<file path="config.mk">
export PLATFORM = sky130hd
export DESIGN_NAME = gba_ctrl
export DESIGN_NICKNAME = d
export VERILOG_FILES = /design/src/rtl/gba_pkg.sv /design/src/rtl/gba_ctrl.sv
export SDC_FILE = /design/constraint.sdc
export NUM_CORES = 1
export LEC_CHECK = 0
export BUFFER_PORTS_ARGS = -buffer_cell sky130_fd_sc_hd__buf_2
export CAP_MARGIN = 0
export CORE_MARGIN = 5
export CORE_UTILIZATION = 56
export CTS_BUF_LIST = sky130_fd_sc_hd__clkbuf_4
export DETAILED_ROUTE_END_ITERATION = 7
export PLACE_DENSITY = 0.76
export SKIP_LAST_GASP = 1
export SLEW_MARGIN = 30
export SYNTH_ARGS = -nofsm -noshare
export SYNTH_HDL_FRONTEND = slang
export SYNTH_SLANG_ARGS = --single-unit
</file>
<file path="constraint.sdc">
create_clock -name clk -period 10.72 [get_ports clk]
set_input_delay 1.608 -clock clk [delete_from_list [all_inputs] [get_ports clk]]
set_output_delay 1.608 -clock clk [all_outputs]
set_load 0.01 [all_outputs]
</file>
<file path="src/rtl/gba_pkg.sv">
// ----------------------------------------------------------------------------
// gba_pkg
// Types, field widths, mode, status and register codes of the allocator.
// ----------------------------------------------------------------------------
package gba_pkg;

  localparam int MODE_W    = 2;
  localparam int BLK_W     = 14;
  localparam int GSEL_W    = 3;
  localparam int WIDX_W    = 5;
  localparam int WORD_W    = 32;
  localparam int GCNT_W    = 11;
  localparam int TOT_W     = 14;
  localparam int STAT_W    = 2;
  localparam int CFG_IDX_W = 1;
  localparam int CFG_DAT_W = 11;
  localparam int BPG_CFG_W = 11;
  localparam int NG_CFG_W  = 4;

  localparam logic [GCNT_W-1:0] GCNT_MAX = '1;
  localparam logic [TOT_W-1:0]  TOT_MAX  = '1;

  localparam logic [MODE_W-1:0] MODE_ALLOC     = 2'd0;
  localparam logic [MODE_W-1:0] MODE_FREE      = 2'd1;
  localparam logic [MODE_W-1:0] MODE_LOAD_WORD = 2'd2;
  localparam logic [MODE_W-1:0] MODE_LOAD_CNT  = 2'd3;

  localparam logic [STAT_W-1:0] ST_OK        = 2'd0;
  localparam logic [STAT_W-1:0] ST_NO_FREE   = 2'd1;
  localparam logic [STAT_W-1:0] ST_NOT_ALLOC = 2'd2;
  localparam logic [STAT_W-1:0] ST_RANGE     = 2'd3;

  localparam logic [CFG_IDX_W-1:0] CFG_BPG = 1'd0;
  localparam logic [CFG_IDX_W-1:0] CFG_NG  = 1'd1;

  localparam logic [BPG_CFG_W-1:0] BPG_RESET = 11'd1024;
  localparam logic [NG_CFG_W-1:0]  NG_RESET  = 4'd8;

  typedef struct packed {
    logic [BLK_W-1:0]  result_block;
    logic [STAT_W-1:0] status;
    logic [TOT_W-1:0]  total_free;
  } gba_result_t;

  function automatic logic [4:0] lowest_set(input logic [WORD_W-1:0] v);
    logic [4:0] k;
    k = '0;
    for (int i = WORD_W - 1; i >= 0; i--) begin
      if (v[i]) k = 5'(i);
    end
    return k;
  endfunction

endpackage

</file>
<file path="src/rtl/gba_ctrl.sv">
// ----------------------------------------------------------------------------
// gba_ctrl
// Sequencer that scans, frees and loads map words one word at a time.
// ----------------------------------------------------------------------------
module gba_ctrl #(
  parameter int MAX_GROUPS = 8,
  parameter int MAP_BITS   = 1024,
  parameter int WPG        = (MAP_BITS + 31) / 32,
  parameter int DEPTH      = MAX_GROUPS * WPG,
  parameter int AW         = (DEPTH > 1 ? $clog2(DEPTH) : 1),
  parameter int BW         = $clog2(MAP_BITS + 1),
  parameter int GW         = $clog2(MAX_GROUPS + 1)
) (
  input  logic                          clk,
  input  logic                          rst,
  input  logic [BW-1:0]                 bpg,
  input  logic [GW-1:0]                 ng,
  input  logic                          start,
  input  logic [gba_pkg::MODE_W-1:0]    mode,
  input  logic [gba_pkg::BLK_W-1:0]     block_no,
  input  logic [gba_pkg::GSEL_W-1:0]    group_select,
  input  logic [gba_pkg::WIDX_W-1:0]    word_index,
  input  logic [gba_pkg::WORD_W-1:0]    word_data,
  input  logic [gba_pkg::GCNT_W-1:0]    free_value,
  output logic                          idle,
  output logic                          done,
  input  logic                          ack,
  output gba_pkg::gba_result_t          res,
  output logic                          ram_we,
  output logic [AW-1:0]                 ram_waddr,
  output logic [gba_pkg::WORD_W-1:0]    ram_wdata,
  output logic [AW-1:0]                 ram_raddr,
  input  logic [gba_pkg::WORD_W-1:0]    ram_rdata
);

  localparam int GIW = (MAX_GROUPS > 1 ? $clog2(MAX_GROUPS) : 1);
  localparam int WIW = (WPG > 1 ? $clog2(WPG) : 1);

  localparam logic [3:0] S_IDLE = 4'd0;
  localparam logic [3:0] S_AGRP = 4'd1;
  localparam logic [3:0] S_ARD  = 4'd2;
  localparam logic [3:0] S_ACHK = 4'd3;
  localparam logic [3:0] S_FDIV = 4'd4;
  localparam logic [3:0] S_FRD  = 4'd5;
  localparam logic [3:0] S_FCHK = 4'd6;
  localparam logic [3:0] S_DONE = 4'd7;

  logic [3:0]                   state;
  logic [GW-1:0]                g;
  logic [WIW-1:0]               w;
  logic [gba_pkg::BLK_W-1:0]    base;
  logic [gba_pkg::BLK_W-1:0]    rem;
  logic [AW-1:0]                addr;
  logic [gba_pkg::BLK_W-1:0]    res_block;
  logic [gba_pkg::STAT_W-1:0]   res_status;
  logic [gba_pkg::GCNT_W-1:0]   cnt [MAX_GROUPS];
  logic [gba_pkg::TOT_W-1:0]    total;
  logic [DEPTH-1:0]             vld;

  logic [GIW-1:0]               gi;
  logic [GIW-1:0]               gsel_i;
  logic                         gsel_ok;
  logic                         widx_ok;
  logic [AW-1:0]                load_addr;
  logic [gba_pkg::WORD_W-1:0]   word;
  logic [31:0]                  wbase32;
  logic [31:0]                  lim32;
  logic [gba_pkg::WORD_W-1:0]   mask;
  logic [gba_pkg::WORD_W-1:0]   freebits;
  logic [4:0]                   k;
  logic                         last_word;
  logic                         rem_lt;
  logic [gba_pkg::GCNT_W-1:0]   old_cnt;
  logic [gba_pkg::TOT_W:0]      sum;
  logic [gba_pkg::TOT_W-1:0]    dec;
  logic [gba_pkg::TOT_W-1:0]    tot_load;

  always_comb begin
    gi        = GIW'(g);
    gsel_i    = GIW'(32'(group_select));
    gsel_ok   = 32'(group_select) < 32'(MAX_GROUPS);
    widx_ok   = 32'(word_index) < 32'(WPG);
    load_addr = AW'(32'(group_select) * 32'(WPG) + 32'(word_index));
    word      = vld[addr] ? ram_rdata : '0;
    wbase32   = 32'(w) << 5;
    lim32     = 32'(bpg) - wbase32;
    mask      = (lim32 >= 32'd32) ? '1 : ((32'd1 << lim32[4:0]) - 32'd1);
    freebits  = ~word & mask;
    k         = gba_pkg::lowest_set(freebits);
    last_word = (wbase32 + 32'd32) >= 32'(bpg);
    rem_lt    = 32'(rem) < 32'(bpg);
    old_cnt   = cnt[gsel_i];
    sum       = '0;
    dec       = '0;
    if (free_value >= old_cnt) begin
      sum = (gba_pkg::TOT_W + 1)'(total) + (gba_pkg::TOT_W + 1)'(free_value - old_cnt);
      tot_load = (sum > (gba_pkg::TOT_W + 1)'(gba_pkg::TOT_MAX)) ? gba_pkg::TOT_MAX
                                                                   : sum[gba_pkg::TOT_W-1:0];
    end else begin
      dec = gba_pkg::TOT_W'(old_cnt - free_value);
      tot_load = (total > dec) ? total - dec : '0;
    end
  end

  always_comb begin
    ram_we    = 1'b0;
    ram_waddr = addr;
    ram_wdata = word | (gba_pkg::WORD_W'(1) << k);
    ram_raddr = addr;
    case (state)
      S_IDLE: begin
        ram_we    = start && mode == gba_pkg::MODE_LOAD_WORD && gsel_ok && widx_ok;
        ram_waddr = load_addr;
        ram_wdata = word_data;
      end
      S_ACHK: begin
        ram_we = freebits != '0;
      end
      S_FCHK: begin
        ram_we    = word[rem[4:0]];
        ram_wdata = word & ~(gba_pkg::WORD_W'(1) << rem[4:0]);
      end
      default: begin
        ram_we = 1'b0;
      end
    endcase
  end

  always_ff @(posedge clk) begin
    if (rst) begin
      state <= S_IDLE;
      total <= '0;
      vld   <= '0;
      for (int i = 0; i < MAX_GROUPS; i++) begin
        cnt[i] <= '0;
      end
    end else begin
      if (ram_we) begin
        vld[ram_waddr] <= 1'b1;
      end
      case (state)
        S_IDLE: begin
          if (start) begin
            res_block  <= '0;
            res_status <= gba_pkg::ST_OK;
            g          <= '0;
            base       <= '0;
            rem        <= block_no - gba_pkg::BLK_W'(1);
            case (mode)
              gba_pkg::MODE_ALLOC: begin
                state <= S_AGRP;
              end
              gba_pkg::MODE_FREE: begin
                if (block_no == '0 || ng == '0) begin
                  res_status <= gba_pkg::ST_RANGE;
                  state      <= S_DONE;
                end else begin
                  state <= S_FDIV;
                end
              end
              gba_pkg::MODE_LOAD_CNT: begin
                if (gsel_ok) begin
                  cnt[gsel_i] <= free_value;
                  total       <= tot_load;
                end
                state <= S_DONE;
              end
              default: begin
                state <= S_DONE;
              end
            endcase
          end
        end
        S_AGRP: begin
          if (32'(g) >= 32'(ng)) begin
            res_status <= gba_pkg::ST_NO_FREE;
            state      <= S_DONE;
          end else if (cnt[gi] == '0) begin
            g    <= g + GW'(1);
            base <= base + gba_pkg::BLK_W'(bpg);
          end else begin
            w     <= '0;
            addr  <= AW'(32'(g) * 32'(WPG));
            state <= S_ARD;
          end
        end
        S_ARD: begin
          state <= S_ACHK;
        end
        S_ACHK: begin
          if (freebits != '0) begin
            cnt[gi] <= cnt[gi] - gba_pkg::GCNT_W'(1);
            if (total != '0) begin
              total <= total - gba_pkg::TOT_W'(1);
            end
            res_block <= base + gba_pkg::BLK_W'(wbase32) + gba_pkg::BLK_W'(k)
                         + gba_pkg::BLK_W'(1);
            state     <= S_DONE;
          end else if (last_word) begin
            g     <= g + GW'(1);
            base  <= base + gba_pkg::BLK_W'(bpg);
            state <= S_AGRP;
          end else begin
            w     <= w + WIW'(1);
            addr  <= addr + AW'(1);
            state <= S_ARD;
          end
        end
        S_FDIV: begin
          if (rem_lt) begin
            addr  <= AW'(32'(g) * 32'(WPG) + 32'(rem >> 5));
            state <= S_FRD;
          end else if (32'(g) + 32'd1 >= 32'(ng)) begin
            res_status <= gba_pkg::ST_RANGE;
            state      <= S_DONE;
          end else begin
            rem <= rem - gba_pkg::BLK_W'(bpg);
            g   <= g + GW'(1);
          end
        end
        S_FRD: begin
          state <= S_FCHK;
        end
        S_FCHK: begin
          if (word[rem[4:0]]) begin
            if (cnt[gi] != gba_pkg::GCNT_MAX) begin
              cnt[gi] <= cnt[gi] + gba_pkg::GCNT_W'(1);
            end
            if (total != gba_pkg::TOT_MAX) begin
              total <= total + gba_pkg::TOT_W'(1);
            end
          end else begin
            res_status <= gba_pkg::ST_NOT_ALLOC;
          end
          state <= S_DONE;
        end
        S_DONE: begin
          if (ack) begin
            state <= S_IDLE;
          end
        end
        default: begin
          state <= S_IDLE;
        end
      endcase
    end
  end

  assign idle             = state == S_IDLE;
  assign done             = state == S_DONE;
  assign res.result_block = res_block;
  assign res.status       = res_status;
  assign res.total_free   = total;

endmodule

</file>
After elaboration in Yosys (flattened, before gate mapping)
Memory sizes are Yosys's and may differ from the RTL's. A register that Yosys moved wholly into a read port is not among the register bits.
Cells that the tools add are included.
- bits of input ports: 118
- output and inout bits: 81
- bits in writable memories: 88
- register bits: 335
- word-level logic and storage cells: 246
- memories kept: 1
- order comparisons: 12
- shift operators: 3
- reduce and logical (&&, ||, !) cells: 29
- eq/ne operators: 33
- add/subtract/negate cells: 23
- muxes and demuxes: 127
- bitwise logic cells: 8
- memory list (memory ; words ; width ; rd ports ; clocked after memory_dff ; write ports ; line ; source):
    cnt ; 8 ; 11 ; 2 ; 1 ; 8 ; gba_ctrl.sv:56 ; logic [gba_pkg::GCNT_W-1:0] cnt [MAX_GROUPS];
- operators by type and width (operator ; count):
    256-bit OR ; 1
    14-bit two-way mux ; 18
    5-bit two-way mux ; 36
    1-bit by 5-bit << shifter with 32-bit output (first input constant) ; 3
    14-bit case mux with 3 select lines ; 2
    32-bit bitwise AND ; 2
    32-bit two-way mux ; 2
    32-bit inverter ; 2
    32-bit case mux with 2 select lines ; 1
    14-bit case mux with 2 select lines ; 2
    4-bit two-way mux ; 13
    8-bit two-way mux ; 6
    2-bit != test (second input constant) ; 17
    11-bit two-way mux ; 3
    32-bit by 6-bit >= comparator with 1-bit output (second input constant) ; 1
    32-bit OR ; 1
    4-bit case mux with 8 select lines ; 1
    32-bit nonzero test ; 1
    32-bit by 1-bit subtractor with 32-bit output (second input constant) ; 1
    14-bit by 1-bit adder with 14-bit output (second input constant) ; 2
    7-bit AND reduction ; 4
    14-bit by 1-bit subtractor with 14-bit output (second input constant) ; 2
    8-bit case mux with 3 select lines ; 1
    11-bit by 11-bit subtractor with 12-bit output ; 2
    other kinds (62) ; 111

Depth between registers and ports, before layout
- depth in word-level cells: 41
- gate-level depth with buffers: 31

Worst setup path after synthesis
OpenSTA, ideal clock, no wires.
- kind: input to output
- start point: in bpg[1]
- end point: out ram_wdata[4] (netlist name)
- setup slack: 3.424 ns
- stages: 21
- buffers on the path: 2
- data arrival time: 5.688 ns
- data required time: 9.112 ns
- cell sequence: or2_2 -> clkbuf_1 -> nor3_1 -> inv_1 -> ha_1 -> buf_2 -> nor2_1 -> o2bb2ai_1 -> nand2_1 -> a31o_2 -> nand3_1 -> a21oi_1 -> a221oi_2 -> o221ai_1 -> a221oi_1 -> o221ai_1 -> a221oi_1 -> o221ai_1 -> a21bo_1 -> nand2b_4 -> o211ai_1
- word-level cells in the longest chain between the ends: 40
- elaborated cells on any way between the ends: 41
- ends and longest elaborated chain (element ; line ; source):
    start, declared ; gba_ctrl.sv:16 ; input logic [BW-1:0] bpg,
    11-bit by 10-bit subtractor with 12-bit output (*) ; gba_ctrl.sv:86 ; lim32 = 32'(bpg) - wbase32;
    1-bit by 5-bit << shifter with 32-bit output ; gba_ctrl.sv:87 ; mask = (lim32 >= 32'd32) ? '1 : ((32'd1 << lim32[4:0]) - 32'd1);
    32-bit by 1-bit subtractor with 32-bit output ; gba_ctrl.sv:87 ;
    32-bit two-way mux (*) ; gba_ctrl.sv:87 ;
    32-bit bitwise AND (*) ; gba_ctrl.sv:88 ; freebits = ~word & mask;
    5-bit two-way mux (31 in a row) ; gba_pkg.sv:49 ; if (v[i]) k = 5'(i);
    5-bit two-way mux (*) ; gba_pkg.sv:49 ;
    1-bit by 5-bit << shifter with 32-bit output (*) ; gba_ctrl.sv:108 ; ram_wdata = word | (gba_pkg::WORD_W'(1) << k);
    32-bit OR (*) ; gba_ctrl.sv:108 ;
    32-bit case mux with 2 select lines (*) ; gba_ctrl.sv:110 ; case (state)
    end, declared ; gba_ctrl.sv:31 ; output logic [gba_pkg::WORD_W-1:0] ram_wdata,
Every way passes the cells marked *; elsewhere a longest branch is shown, timed or not.

Worst setup path in the final report
- start point: in bpg[1]
- end point: out ram_wdata[25] (netlist name)
Same word-level chain as after synthesis.

==> results.json <==
{
  "status": "finished clean",
  "insertion_delay_ns": 0.92,
  "clock_sinks": 425,
  "setup_viol_count_final": 0,
  "fin_area_um2": 29400,
  "layout-drive-gt1-share": 0.174,
  "hpwl_mm": 61.7,
  "yosysSeqAreaShare": 0.374,
  "maxSlewHeadroom": 0.336,
  "synthArstFlopShare": 0,
  "grt_pass1_vias": 23863,
  "die-area_um2": 52200,
  "initial_core_util": 0.563,
  "cts_made_buffers": 107,
  "wirelength_mm": 87.1,
  "syn_area_um2": 26700,
  "holdWs_ns": 0.463,
  "synth_fp_nets": 3262,
  "yosysTopAreaCell": "dfxtp_1",
  "period_needed_ns": 8.72,
  "drt_iter0_markers": 2848,
  "fp.dieW_um": 228,
  "cp-end-kind": "primary output",
  "clock_skew_ns": 0.0892,
  "power_density_nw_per_um2": 227,
  "required_ns": 9.11,
  "cts_tree": "built",
  "dpl_cell_area_um2": 28000,
  "syn_area_per_cell_um2": 8.88,
  "fin_util": 0.621,
  "grt-ovfl-total": 0,
  "routed_via_density": 6.40,
  "leakage_nw": 11.8,
  "path_max_fanout": 22,
  "synth_ff_type": "dfxtp_1",
  "drc": 0,
  "rows": 80,
  "hold_path_class": "reg2reg",
  "fill_cells": 4022,
  "io_buffers": 198,
  "antenna_found_initial": 5,
  "nets": 3414,
  "post_cts_buffers": 0,
  "slowest_stage": "nor3_1",
  "ys_ff_latch": 425,
  "yosysWarnings": 0,
  "grt_pass1_wl_mm": 134,
  "core_um2": 47400,
  "hold_buffers": 0,
  "cts.htree.levels": 3,
  "maxCapViolCount": 0,
  "detail-route-antenna-nets": 0,
  "clk_pin_slew_worst_paths_ns": 0.06,
  "cts-root-buf": "clkbuf_4",
  "grt_setup_unrepaired": "no",
  "vdd_drop_max_uv": 126,
  "cp.arrival_ns": 7.11,
  "path_cells": "buf_2 -> or2_2 -> nor3_1 -> inv_1 -> ha_1 -> nor2_1 -> o2bb2ai_1 -> nand2_1 -> a31o_2 -> nand3_1 -> a21oi_1 -> a221oi_2 -> o221ai_1 -> a221oi_1 -> o221ai_1 -> a221oi_1 -> o221ai_1 -> a21bo_1 -> nand2_1 -> o211ai_1 -> buf_2",
  "tns_ns": 0,
  "worst-setup-path-type": "in2out",
  "postCtsResizedCells": 0,
  "max_freq_mhz": 115,
  "synth_most_common_cell": "nor2_1",
  "worst_pin_slew_ns": 0.971,
  "path_buf_inv": 3,
  "slew_violations": 0,
  "grt_start_max_net_pins": 117,
  "drt-pass1-iter-count": 6,
  "wl_per_cell_um": 22.6,
  "fin_crit_sh": 0.814,
  "synth-edff-count": 149,
  "cts_max_path_buffers": 3,
  "critPathTopFamily": "compound AO/OA/AOI/OAI gates",
  "worstSetupStartpointType": "input port",
  "syn_to_final_growth_pct": 10.2,
  "synthTopCellsByArea": "dfxtp_1 (21%), edfxtp_1 (17%), mux4_2 (8.5%)",
  "die_height_um": 228,
  "grt_usage": 0.320,
  "synth.distinct_cells": 98,
  "syn_inst": 3009,
  "gp_congestion": 1.05,
  "crit_path_frequent_cell": "o221ai_1",
  "vias": 24687,
  "netlist_top_cells_count": "nor2_1 (515), a21oi_1 (433), dfxtp_1 (276)",
  "max_stage_delay_ns": 0.65,
  "pin_count": 199,
  "hold_viol": 0,
  "synth_top_cell_area_share": 0.207
}
==> final timing paths <==
path	from	endpoint	slack, ns	cells past startpoint
setup reg to reg	ram_raddr[3]	res_block[12]	2.83	26
hold reg to reg	vld[202]	vld[202]	0.46	2
hold / removal	vld[202]	vld[202]	0.46	2
setup / recovery	bpg[1]	ram_wdata[25]	2.00	21
==> layout make-up <==
cell class | count | area (um^2) | area share
antenna | 4 | 10.0 | 0.000340
clock buffer | 154 | 1160 | 0.0393
clock inverter | 34 | 193 | 0.00654
inverter | 153 | 574 | 0.0195
multi-input combinational | 2244 | 15500 | 0.526
sequential | 425 | 10000 | 0.340
tap | 615 | 769 | 0.0261
timing repair buffer | 230 | 1260 | 0.0427
==> power by group <==
part / leakage, nW / switching (W) / total, W / internal, W
Combinational: 7.32 / 0.00197 / 0.00321 / 0.00124
Sequential: 3.71 / 0.000256 / 0.00210 / 0.00184
Clock: 0.798 / 0.000678 / 0.00136 / 0.000687
==> per-layer routing <==
| layer | wire [um] | vias up | part of all wire | track usage |
|---|---|---|---|---|
| met4 | 3990 | 6 | 0.046 | 0.140 |
| met3 | 8480 | 273 | 0.097 | 0.0711 |
| met5 | 37 | - | 0.00043 | 0 |
| met1 | 33700 | 11769 | 0.39 | 0.407 |
| li1 | - | 11223 | - | - |
| met2 | 40800 | 1416 | 0.47 | 0.527 |
==> cells in the final DEF, fill, tap and decap left out, drive strengths merged, types with 11 or more instances in the layout <==
master,n
a211oi,15
a21o,35
a21oi,433
a22oi,21
a311oi,11
a31oi,21
and2,23
and3,18
buf,229
clkbuf,155
clkinv,33
dfxtp,276
edfxtp,149
ha,125
inv,152
mux2i,72
mux4,101
nand2,169
nand2b,28
nand3,38
nand4,17
nor2,515
nor2b,27
nor3,49
nor4,24
o21a,15
o21ai,126
o21bai,39
o31ai,11
or3,12
xnor2,87
xor2,27
==> metrics by stage <==
| stage | power [W] | cells | setup WS [ns] |
|---|---|---|---|
| floorplan | 0.00435 | 3009 | 3.42 |
| global placement | 0.00515 | 3667 | 2.32 |
| detailed placement | 0.00524 | 3667 | 2.07 |
| CTS | 0.00661 | 3855 | 2.12 |
| global route | 0.00709 | 3857 | 1.62 |
| finish | 0.00667 | 3859 | 2.00 |
==> flip-flops by register name, indices dropped and copies added (netlist names), named ones only <==
| name | flops |
|---|---|
| base | 14 |
| cnt | 88 |
| g | 4 |
| ram_raddr | 8 |
| rem | 14 |
| res_block | 14 |
| res_status | 2 |
| state | 3 |
| total | 14 |
| vld | 256 |
| w | 5 |
==> cells by family (layout without fill, tap and decap cells) <==
family	count (synthesis)	in the layout	share of synthesized area
compound gates	860	860	0.198
xor+xnor	114	114	0.0374
fa+ha+maj	137	137	0.0669
buf+inv	340	571	0.0517
flops	425	425	0.374
mux	179	179	0.115
other cells	0	4	0
simple gates	954	954	0.158
==> worst register-to-register path, stage by stage (launching register included) <==
cell and delay [ns]:
edfxtp_1 0.72, nor2b_1 0.85, a22oi_1 0.28, a21oi_1 0.47, a41oi_2 0.11, o221ai_4 0.22
buf_4 0.33, and2_1 0.68, buf_4 0.41, nand2_1 0.20, a22oi_1 0.24, a221oi_1 0.14
o221ai_1 0.21, a221oi_1 0.12, o221ai_1 0.30, a21bo_1 0.21, inv_1 0.12, ha_1 0.21
inv_1 0.08, ha_1 0.27, nor3b_1 0.08, a211o_1 0.32, o41a_1 0.47, o21ai_2 0.20
a31o_2 0.22, a21oi_1 0.07, a31o_1 0.19
No activity file was read; power rests on OpenSTA's default activity.
